==> src/hdl/ftlp_pkg.sv <==
// Flow table package: opcodes, status codes, and the request/result types
// shared by the front (hash) and back (probe) sections. No dependencies.
`timescale 1ns / 1ps
package ftlp_pkg;
   localparam logic [1:0] OP_INSERT = 2'd0;
   localparam logic [1:0] OP_LOOKUP = 2'd1;
   localparam logic [1:0] OP_DELETE = 2'd2;
   localparam logic [1:0] OP_NONE   = 2'd3;

   localparam logic [1:0] ST_OK     = 2'd0;
   localparam logic [1:0] ST_FULL   = 2'd1;
   localparam logic [1:0] ST_NOSLOT = 2'd2;
   localparam logic [1:0] ST_ZERO   = 2'd3;

   typedef struct packed {
      logic [1:0]  op;
      logic [31:0] src_ip;
      logic [31:0] dst_ip;
      logic [15:0] src_port;
      logic [15:0] dst_port;
      logic [11:0] vlan_id;
   } key_type;

   // classification done in the front section
   typedef struct packed {
      logic        skip;      // answer without probing
      logic [1:0]  status;    // status when skipped
   } cls_type;
endpackage

==> src/hdl/ftlp_front.sv <==
// Front section: accepts requests, computes the home slot step by step
// (multiply, then shift-subtract modulo), and classifies the op.
// Depends on ftlp_pkg.
`timescale 1ns / 1ps
module ftlp_front #(
   parameter int TABLE_DEPTH  = 1024,
   parameter int HANDLE_WIDTH = 32
) (
   input  logic                            clock,
   input  logic                            reset,
   input  logic                            start,
   output logic                            busy,
   input  ftlp_pkg::key_type               key_i,
   input  logic [HANDLE_WIDTH-1:0]         handle_i,
   input  logic [$clog2(TABLE_DEPTH):0]    rows_i,
   // queue entry toward back section
   output logic                            q_valid,
   input  logic                            q_pop,
   output ftlp_pkg::key_type               q_key,
   output logic [HANDLE_WIDTH-1:0]         q_handle,
   output ftlp_pkg::cls_type               q_cls,
   output logic [$clog2(TABLE_DEPTH)-1:0]  q_home
);
   localparam int RW = $clog2(TABLE_DEPTH) + 1;
   localparam int AW = $clog2(TABLE_DEPTH);
   localparam int PW = 46;                 // 33-bit xor times 13-bit factor
   localparam int CW = $clog2(PW + 1);

   localparam logic [1:0] S_IDLE = 2'd0;
   localparam logic [1:0] S_MUL  = 2'd1;
   localparam logic [1:0] S_MOD  = 2'd2;
   localparam logic [1:0] S_DONE = 2'd3;

   logic [1:0]              state_ff, state_in;
   ftlp_pkg::key_type       key_ff;
   logic [HANDLE_WIDTH-1:0] handle_ff;
   logic [RW-1:0]           rows_ff;
   logic [32:0]             mix_ff;
   logic [PW-1:0]           rem_ff, rem_in;
   logic [CW-1:0]           cnt_ff, cnt_in;
   ftlp_pkg::cls_type       cls_ff, cls_c;
   logic                    qv_ff, qv_in;
   logic [AW-1:0]           home_ff;
   logic [PW+RW-1:0]        trial;
   logic [32:0]             mix_c;
   logic [RW-1:0]           rows_c;

   assign busy = (state_ff != S_IDLE);

   always_comb begin
      rows_c = rows_i;
      if (rows_i == '0) rows_c = RW'(1);
      if (rows_i > RW'(TABLE_DEPTH)) rows_c = RW'(TABLE_DEPTH);
      mix_c = {1'b0, key_i.src_ip + key_i.dst_ip}
              ^ {16'd0, {1'b0, key_i.src_port} + {1'b0, key_i.dst_port}};
   end

   // table-full check is left to the back section, which owns the entry count
   always_comb begin
      cls_c.skip   = 1'b0;
      cls_c.status = ftlp_pkg::ST_OK;
      if (key_i.op == ftlp_pkg::OP_NONE) begin
         cls_c.skip = 1'b1;
      end else if (key_i.op == ftlp_pkg::OP_INSERT && handle_i == '0) begin
         cls_c.skip   = 1'b1;
         cls_c.status = ftlp_pkg::ST_ZERO;
      end
   end

   // restoring shift-subtract: one quotient bit per cycle
   assign trial = {{RW{1'b0}}, rem_ff} - ({{PW{1'b0}}, rows_ff} << (cnt_ff - CW'(1)));

   always_comb begin
      state_in = state_ff;
      rem_in   = rem_ff;
      cnt_in   = cnt_ff;
      qv_in    = qv_ff;
      if (q_pop) qv_in = 1'b0;
      unique case (state_ff)
         S_IDLE: if (start) state_in = S_MUL;
         S_MUL: begin
            rem_in   = PW'(mix_ff) * PW'({1'b0, key_ff.vlan_id} + 13'd1);
            cnt_in   = CW'(PW);
            state_in = S_MOD;
         end
         S_MOD: begin
            if (!trial[PW+RW-1]) rem_in = trial[PW-1:0];
            cnt_in = cnt_ff - CW'(1);
            if (cnt_ff == CW'(1)) state_in = S_DONE;
         end
         S_DONE: if (!qv_ff || q_pop) begin
            qv_in    = 1'b1;
            state_in = S_IDLE;
         end
         default: state_in = S_IDLE;
      endcase
   end

   always_ff @(posedge clock) begin
      if (reset) begin
         state_ff <= S_IDLE;
         qv_ff    <= 1'b0;
      end else begin
         state_ff <= state_in;
         qv_ff    <= qv_in;
      end
      rem_ff <= rem_in;
      cnt_ff <= cnt_in;
      if (state_ff == S_IDLE && start) begin
         key_ff    <= key_i;
         handle_ff <= handle_i;
         rows_ff   <= rows_c;
         mix_ff    <= mix_c;
         cls_ff    <= cls_c;
      end
      if (state_ff == S_DONE && (!qv_ff || q_pop)) home_ff <= AW'(rem_ff);
   end

   assign q_valid  = qv_ff;
   assign q_key    = key_ff;
   assign q_handle = handle_ff;
   assign q_cls    = cls_ff;
   assign q_home   = home_ff;
endmodule

==> config.mk <==
export PLATFORM = sky130hd
export DESIGN_NAME = ftlp_front
export DESIGN_NICKNAME = d
export VERILOG_FILES = /design/src/hdl/ftlp_pkg.sv /design/src/hdl/ftlp_front.sv
export SDC_FILE = /design/constraint.sdc
export NUM_CORES = 1
export LEC_CHECK = 0
export BUFFER_PORTS_ARGS = -buffer_cell sky130_fd_sc_hd__buf_2
export CORE_MARGIN = 1
export CORE_UTILIZATION = 23
export DETAILED_ROUTE_END_ITERATION = 12
export PLACE_DENSITY = 0.36
export SLEW_MARGIN = 20
export SYNTH_ARGS = -nofsm -noshare
export SYNTH_HDL_FRONTEND = slang
export SYNTH_SLANG_ARGS = --single-unit
==> constraint.sdc <==
create_clock -name clock -period 15.2 [get_ports clock]
set_clock_uncertainty 0.05 [all_clocks]
set_input_delay 3.04 -clock clock [delete_from_list [all_inputs] [get_ports clock]]
set_output_delay 3.04 -clock clock [all_outputs]
set_load 0.005 [all_outputs]
==> flow_metrics.tcl, run 1 <==
set metrics [dict create \
    status "finished, final reports clean" \
    postCtsSetupBuffers 0 \
    rsz0062_at_grt "false" \
    finalMaxSlewViolations 0 \
    multi_input_logic_area_um2 17800 \
    final-seq-area_um2 7540 \
    ctsLongestPathBuffers 3 \
    grt_usage_pct 13.7 \
    tightest_slew_ns 1.05 \
    start_util_pct 23.3 \
    min_path_type "reg -> reg" \
    place_congestion 0.797 \
    die_height_um 345 \
    yosys_most_used_dff "sky130_fd_sc_hd__edfxtp_1" \
    critPathMostFrequentCell "sky130_fd_sc_hd__fa_1" \
    worst-path-max-fanout 36 \
    cp.required_ns 15.53 \
    achievable-frequency_mhz 113 \
    syn_area_per_cell_um2 9.79 \
    final-hold-violation-count 0 \
    netlist_top_cells_count "432 x sky130_fd_sc_hd__nand2_1, 387 x sky130_fd_sc_hd__inv_1, 334 x sky130_fd_sc_hd__fa_1, 249 x sky130_fd_sc_hd__edfxtp_1, 194 x sky130_fd_sc_hd__ha_1" \
    num_io_pins 314 \
    async_flop_share_pct 0 \
    synth.distinct_cells 79 \
    final_net_count 3720 \
    critPathCaptureType "register" \
    cts_sinks 252 \
    synth.top_cells.by_area "sky130_fd_sc_hd__edfxtp_1 28%, sky130_fd_sc_hd__fa_1 25%, sky130_fd_sc_hd__ha_1 8.9%" \
    wl_per_cell_um 17.6 \
    first_global_vias 22000 \
    worst_skew_pair.late_latency_ns 0.60 \
    crit_path_start_kind "register" \
    arrival_ns 9.16 \
    slew_headroom_pct 29.6 \
    fillerInstances 12500 \
    period_needed_ns 8.83 \
    final_min_period_over_clock_period_pct 58.1 \
    netlist.top_cell.by_area "sky130_fd_sc_hd__edfxtp_1" \
    crit_path_cell_trace "buf_4, and3_1, nand3_1, nor2_1, and3_1, and3_1, xor2_4, nand2_1, fa_1, fa_1, inv_1, fa_1, fa_1, inv_1, fa_1, inv_1, ha_1, nand4_1, nor3b_1, o2111ai_1, a2111oi_0, nor2_1, o211a_1, a221oi_1" \
    syn-num-nets 3457 \
    number_of_vias_after_detailed_routing 20100 \
    die_area_um2 119000 \
    critical_path_class "reg -> reg" \
    cts_clk_pin_slew_worst_paths_ns 0.05 \
    setup_violating_endpoint_count_in_the_final_report 0 \
    mappedNetlistArea_um2 27100 \
    timing.hold.ws_ns 0.417 \
    routed_wire_length_mm 80.8 \
    synth_seq_cells 252 \
    drt_iter0_markers 942 \
    die_x_um 345 \
    tritoncts "yes" \
    seq_area_frac_synth_pct 27.8 \
    cp_slowest_cell "sky130_fd_sc_hd__xor2_4" \
    final.setup.tns_ns 0 \
    post_route_cells_drive_above_1_share_pct 14.2 \
    synthesis.instances 2772 \
    grt_antenna_before_repair 4 \
    cts_hold_buffers 0 \
    core_region_area_um2 117000 \
    yosysTopAreaCellShare_pct 27.6 \
    total_clock_buffers_created_by_cts 37 \
    postRouteAntennaNets 0 \
    grt_start_max_net_pins 78 \
    area_overhead_of_the_layout_relative_to_synthesis_pct 16.6 \
    cap_viol_max_count 0 \
    n_antenna_cell 0 \
    gr-total-overflow 0 \
    rows 125 \
    synth-edff-count 249 \
    synthMostInstantiatedCell "sky130_fd_sc_hd__nand2_1" \
    drtPass1Iterations 7 \
    crit_path_max_incr_delay_ns 0.82 \
    cts_root_buffer "sky130_fd_sc_hd__clkbuf_16" \
    dp_hpwl_mm 64.3 \
    io_buffers 313 \
    cts_max_level 2 \
    remaining_drc_errors 0 \
    route.detailed.vias_per_inst 4.38 \
    grt_pass1_wl_mm 129 \
    ys.warnings.count 0 \
    cts_resized 0 \
]
-- through the flow --
step | area, um2 | setup WS (ns) | util, % | std cells
after floorplan | 27100 | 7.32 | - | 2772
after global placement | 30400 | 6.43 | 26.1 | 4520
after detailed placement | 30400 | 6.29 | 26.1 | 4520
after CTS | 31600 | 6.21 | 27.1 | 4586
after global routing | 31600 | 5.68 | 27.1 | 4586
final | 31600 | 6.37 | 27.1 | 4586
-- cell usage in the layout (no fill, tap or decap), drive strengths merged, types with 92 or more instances in the layout --
| cell | count |
|---|---|
| edfxtp | 249 |
| inv | 390 |
| and2 | 107 |
| buf | 336 |
| xnor2 | 93 |
| nor2 | 112 |
| nand2 | 432 |
| fa | 334 |
| o21ai | 92 |
| a21oi | 129 |
| ha | 194 |
-- worst max-delay path, delay by kind of cell (launching register included) --
| family | cells | cell delay, ns |
|---|---|---|
| and+or+nand+nor | 9 | 2.34 |
| adders and majority gates | 6 | 3.03 |
| buffers and inverters | 4 | 0.53 |
| DFF | 1 | 0.32 |
| AOI/OAI and AO/OA | 4 | 1.49 |
| xor gates and xnor gates | 1 | 0.82 |
-- state kept, by name (all words and copies together), names as in the netlist --
register,cells
q_key,110
rem_ff,46
mix_ff,32
q_handle,32
rows_ff,11
q_home,10
cnt_ff,6
q_cls,2
state_ff,2
q_valid,1
-- worst paths after layout --
check	from	endpoint	slack, ns	depth (start not counted)
max	q_key[0]	rem_ff[41]	6.37	24
min	rem_ff[3]	q_home[3]	0.42	0
max reg2reg	q_key[0]	rem_ff[41]	6.37	24
min reg2reg	rem_ff[3]	q_home[3]	0.42	0
-- routing by layer --
metal	part of all wire (%)	track usage [%]	routed length, um
met4	1.9	3.07	1520
met5	0.045	0	36
met3	5.1	2.63	4130
met1	49	19.2	39400
met2	44	21.8	35800
-- logic make-up after synthesis --
family          Yosys count  synth area share, %
simple gates            872                 14.9
flops                   252                 27.8
fa+ha+maj               528                 33.6
xor+xnor                144                 4.65
buf+inv                 500                 6.97
compound gates          456                 11.1
mux                      20                0.992
-- cell type report --
cell class	count	share of cell area [%]
clock buffers	48	3.19
clock inverters	18	0.538
inverters	388	4.60
multi-input cells	2020	56.3
flip-flops and latches	252	23.8
well taps	1524	6.03
repair buffers	336	5.50
Power of run 1 is not shown: default switching activity piles up to over one toggle a cycle in this logic, so the estimate is an artifact.
==> inputs of run 2 (changes only) <==
PLACE_DENSITY = 0.38   (was 0.36)
clock period = 7.7 ns   (was 15.2 ns; I/O delays follow)
==> run 2 against run 1 <==
Against the previous run: hold slack better by 0.0049 ns; utilization grew 0.33 points; final cell count up 0.55%; register-to-register slack got worse by 6.0 ns; sequential share of layout area down 0.29 points; fmax increased by 21%; die area unchanged; first-iteration DRC count fell by 1.8%; final area rose by 1.2%; critical endpoint is now rem_ff[44]; worst setup slack worse by 6.0 ns; routed wire length is 2.6% lower.
==> flow_metrics.tcl, run 2 (synthesis gave the netlist of run 1 again) <==
set metrics [dict create \
    status "finished, final reports clean" \
    period_needed_ns 7.30 \
    critPathCaptureType "register" \
    cts_sinks 252 \
    tritoncts "yes" \
    worst_skew_pair.late_latency_ns 0.59 \
    area_overhead_of_the_layout_relative_to_synthesis_pct 18.0 \
    die_height_um 345 \
    cts_clk_pin_slew_worst_paths_ns 0.06 \
    hold_path.startpoint "rem_ff[6]" \
    arrival_ns 7.64 \
    grt_antenna_before_repair 4 \
    core_region_area_um2 117000 \
    grt_usage_pct 13.2 \
    regToRegEndpoint "rem_ff[44]" \
    globalRoute.busiestLayer "met2" \
    worst_hold_path_endpoint "q_home[6]" \
    critical_path_class "reg -> reg" \
    cp.required_ns 8.04 \
    layoutNonFillerInstCount 4611 \
    die_area_um2 119000 \
    remaining_drc_errors 0 \
    layout_common_cells "432 x sky130_fd_sc_hd__nand2_1, 387 x sky130_fd_sc_hd__inv_1, 334 x sky130_fd_sc_hd__fa_1, 313 x sky130_fd_sc_hd__buf_2, 249 x sky130_fd_sc_hd__edfxtp_1" \
    cts_max_level 2 \
    postRouteAntennaNets 0 \
    setup_violating_endpoint_count_in_the_final_report 0 \
    tightest_slew_ns 0.978 \
    wl_per_cell_um 17.1 \
    die_x_um 345 \
    final_core_util_pct 27.5 \
    worst-path-max-fanout 32 \
    crit_path_start_kind "register" \
    routed_wire_length_mm 78.7 \
    number_of_vias_after_detailed_routing 20200 \
    finalMaxSlewViolations 0 \
    io_buffers 313 \
    ff2ff_setup_slack_ns 0.40 \
    post_route_cells_drive_above_1_share_pct 15.6 \
    min_path_type "reg -> reg" \
    drt_iter0_markers 925 \
    total_clock_buffers_created_by_cts 36 \
    final_min_period_over_clock_period_pct 94.8 \
    final_common_cell "sky130_fd_sc_hd__nand2_1" \
    final-hold-violation-count 0 \
    place_congestion 0.816 \
    ctsLongestPathBuffers 3 \
    first_global_vias 21700 \
    rows 125 \
    start_util_pct 23.3 \
    route.detailed.vias_per_inst 4.39 \
    gr-total-overflow 0 \
    hold-path-cell-count 0 \
    groute.layer.met3.usage_pct 2.80 \
    final.setup.tns_ns 0 \
    grt_pass1_wl_mm 125 \
    placedCellCount 4548 \
    globalRouteMet2Util_pct 20.8 \
    dp_hpwl_mm 63.5 \
    cap_viol_max_count 0 \
    final_net_count 3748 \
    cts_root_buffer "sky130_fd_sc_hd__clkbuf_16" \
    achievable-frequency_mhz 137 \
    worstReg2RegStart "q_key[0]" \
    grt_start_max_net_pins 112 \
    slew_headroom_pct 34.7 \
    drtPass1Iterations 5 \
    crit_path_start "q_key[0]" \
    dp_slack_ns -0.0788 \
    reg2regPathDepth 25 \
    cts_hold_buffers 0 \
    finalWorstSetupSlack_ns 0.397 \
    largest_register_ffs 110 \
    grt_util_met1_pct 18.6 \
    num_io_pins 314 \
]
==> run 2: layout make-up <==
class                           instances  area (um2)
Clock inverter                         18         160
Fill cell                           12400       84500
Sequential cell                       252        7540
Tap cell                             1524        1910
Clock buffer                           43         958
Inverter                              388        1460
Multi-Input combinational cell       2020       17900
Timing Repair Buffer                  365        2080
Antenna cell                            1        2.50
==> run 2: how the worst max path moves through the flow <==
| stage | endpoint | slack (ns) | cells past startpoint |
|---|---|---|---|
| after floorplan | rem_ff[44] | 0.65 | 26 |
| after detailed placement | rem_ff[41] | -0.08 | 25 |
| after CTS | rem_ff[41] | 0.05 | 25 |
| after global routing | rem_ff[44] | -0.01 | 26 |
| after global placement | rem_ff[41] | 0.03 | 25 |
| final | rem_ff[44] | 0.40 | 25 |
==> run 2: stage by stage <==
stage,cell area [um2],hold WS (ns)
2_1_floorplan,27100,0.376
3_3_place_gp,30800,0.420
3_5_place_dp,30800,0.421
4_1_cts,31900,0.434
5_1_grt,32000,0.448
6_report,32000,0.422
==> run 2: layer usage <==
layer / vias up / wire, um
met2: 476 / 34500
met1: 9962 / 38600
li1: 9743 / -
met5: - / 13
met3: 62 / 4460
met4: 2 / 1160
==> run 2: critical path, cell delays in order, from the launching register on <==
cell,delay (ns)
sky130_fd_sc_hd__edfxtp_1,0.42
sky130_fd_sc_hd__ha_2,0.25
sky130_fd_sc_hd__nand3_4,0.13
sky130_fd_sc_hd__nor2_4,0.06
sky130_fd_sc_hd__and3_2,0.24
sky130_fd_sc_hd__and3_1,0.22
sky130_fd_sc_hd__and3_1,0.22
sky130_fd_sc_hd__buf_12,0.17
sky130_fd_sc_hd__and2_1,0.18
sky130_fd_sc_hd__fa_1,0.50
sky130_fd_sc_hd__fa_1,0.51
sky130_fd_sc_hd__fa_1,0.51
sky130_fd_sc_hd__fa_1,0.54
sky130_fd_sc_hd__inv_1,0.06
sky130_fd_sc_hd__fa_1,0.52
sky130_fd_sc_hd__inv_1,0.04
sky130_fd_sc_hd__ha_1,0.36
sky130_fd_sc_hd__nand2_1,0.19
sky130_fd_sc_hd__a2111oi_4,0.33
sky130_fd_sc_hd__a21oi_2,0.12
sky130_fd_sc_hd__a211oi_2,0.36
sky130_fd_sc_hd__o211ai_1,0.20
sky130_fd_sc_hd__a21oi_2,0.23
sky130_fd_sc_hd__a31oi_1,0.12
sky130_fd_sc_hd__or4_1,0.48
sky130_fd_sc_hd__o2111ai_1,0.11
==> run 2: what timing repair did <==
action	in CTS	in global routing
setup buffers	0	1
resized for setup	2	24
setup endpoints to repair	3	25
pin swaps	0	4
Power of run 2 is left out for the same reason.
==> inputs of run 3 (changes only) <==
PLACE_DENSITY = unset   (was 0.38)
==> run 3 against run 2 <==
Against the previous run: count of clock-buffer cells in the layout fell by 5; fmax fell by 1.8%; sequential cell count did not move; hold slack got worse by 0.016 ns; first-iteration DRC count rose by 18%; utilization fell by 0.085 points; highest routed layer unchanged.
==> flow_metrics.tcl, run 3 (synthesis gave the netlist of run 1 again) <==
set metrics [dict create \
    final_common_cell "sky130_fd_sc_hd__nand2_1" \
    setup_violating_endpoint_count_in_the_final_report 0 \
    largest_register_ffs 110 \
    cp.required_ns 7.94 \
    final_net_count 3739 \
    remaining_drc_errors 0 \
    core_region_area_um2 117000 \
    worst_skew_pair.late_latency_ns 0.59 \
    cts_clk_pin_slew_worst_paths_ns 0.06 \
    place_congestion 0.863 \
    critPathMostFrequentCell "sky130_fd_sc_hd__fa_1" \
    post_route_cells_drive_above_1_share_pct 15.4 \
    cts_root_buffer "sky130_fd_sc_hd__clkbuf_16" \
    grt_start_max_net_pins 174 \
    worst-path-max-fanout 5 \
    status "finished, final reports clean" \
    rows 125 \
    achievable-frequency_mhz 134 \
    drt_iter0_markers 1093 \
    final_min_period_over_clock_period_pct 96.6 \
    cap_viol_max_count 0 \
    tritoncts "yes" \
    crit_path_start_kind "register" \
    total_clock_buffers_created_by_cts 34 \
    first_global_vias 21000 \
    num_io_pins 314 \
    grt_pass1_wl_mm 114 \
    postRouteAntennaNets 0 \
    worst-path-stages 25 \
    crit_family "adder cells" \
    arrival_ns 7.68 \
    critical_path_class "reg -> reg" \
    timing.hold.ws_ns 0.406 \
    placed_cell_areas_um2 30500 \
    number_of_vias_after_detailed_routing 20400 \
    slew_headroom_pct 22.2 \
    placedCellCount 4529 \
    start_util_pct 23.3 \
    drtPass1Iterations 5 \
    critPathCaptureType "register" \
    io_buffers 313 \
    gr-total-overflow 0 \
    grt_antenna_before_repair 2 \
    crit_path_max_incr_delay_ns 0.53 \
    min_path_type "reg -> reg" \
    ctsLongestPathBuffers 3 \
    layoutNonFillerInstCount 4601 \
    layout_common_cells "432 x sky130_fd_sc_hd__nand2_1, 387 x sky130_fd_sc_hd__inv_1, 334 x sky130_fd_sc_hd__fa_1, 313 x sky130_fd_sc_hd__buf_2, 249 x sky130_fd_sc_hd__edfxtp_1" \
    route.detailed.vias_per_inst 4.44 \
    tightest_slew_ns 1.17 \
    finalMaxSlewViolations 0 \
    grt_usage_pct 11.9 \
    reg2regPathDepth 25 \
    cp_slowest_cell "sky130_fd_sc_hd__fa_1" \
    period_needed_ns 7.44 \
    die_area_um2 119000 \
    wl_per_cell_um 15.5 \
    area_overhead_of_the_layout_relative_to_synthesis_pct 17.6 \
    dp_hpwl_mm 57.6 \
    postLayoutCellArea_um2 31900 \
    hold-path-cell-count 0 \
    routed_wire_length_mm 71.5 \
    die_height_um 345 \
    die_x_um 345 \
    final-hold-violation-count 0 \
    cts_max_level 2 \
    cts_hold_buffers 0 \
    critical_path_buffers_and_inverters 4 \
    cts_sinks 252 \
]
## run 3: final timing paths
kind,from,end,slack [ns]
hold reg to reg,rem_ff[0],q_home[0],0.41
setup / recovery,q_key[4],rem_ff[38],0.26
hold / removal,rem_ff[0],q_home[0],0.41
setup reg to reg,q_key[4],rem_ff[38],0.26
## run 3: stage by stage
step                      worst slack (ns)  TNS [ns]  utilization, %
after floorplan                      0.650         0               -
after global routing               -0.0647    -0.178            27.4
after detailed placement            0.0210         0            26.2
after global placement              0.0910         0            26.2
final                                0.261         0            27.4
after CTS                           0.0182         0            27.1
## run 3: timing repair
action / 4_1_cts / 5_1_grt
setup endpoints to repair: 4 / 20
pin swaps: 0 / 6
endpoints found under the hold margin: 0 / 0
gates resized for setup: 2 / 36
cloned: 0 / 1
setup buffers: 0 / 12
## run 3: final cells by class
cell class                      count  area, um2
Clock inverter                     20        223
Timing Repair Buffer              358       1990
Sequential cell                   252       7540
Fill cell                       12300      84600
Inverter                          388       1460
Clock buffer                       38        866
Tap cell                         1524       1910
Multi-Input combinational cell   2020      17900
Antenna cell                        1       2.50
## run 3: routing by layer
metal / part of all wire, % / global-route usage [%] / vias up / wire length (um)
li1: - / - / 9720 / -
met1: 46 / 16.3 / 10000 / 32800
met2: 46 / 19.4 / 595 / 32900
met3: 6.4 / 2.26 / 76 / 4570
met4: 1.6 / 2.36 / 2 / 1160
met5: 0.018 / 0 / - / 13
Power of run 3 is left out for the same reason.
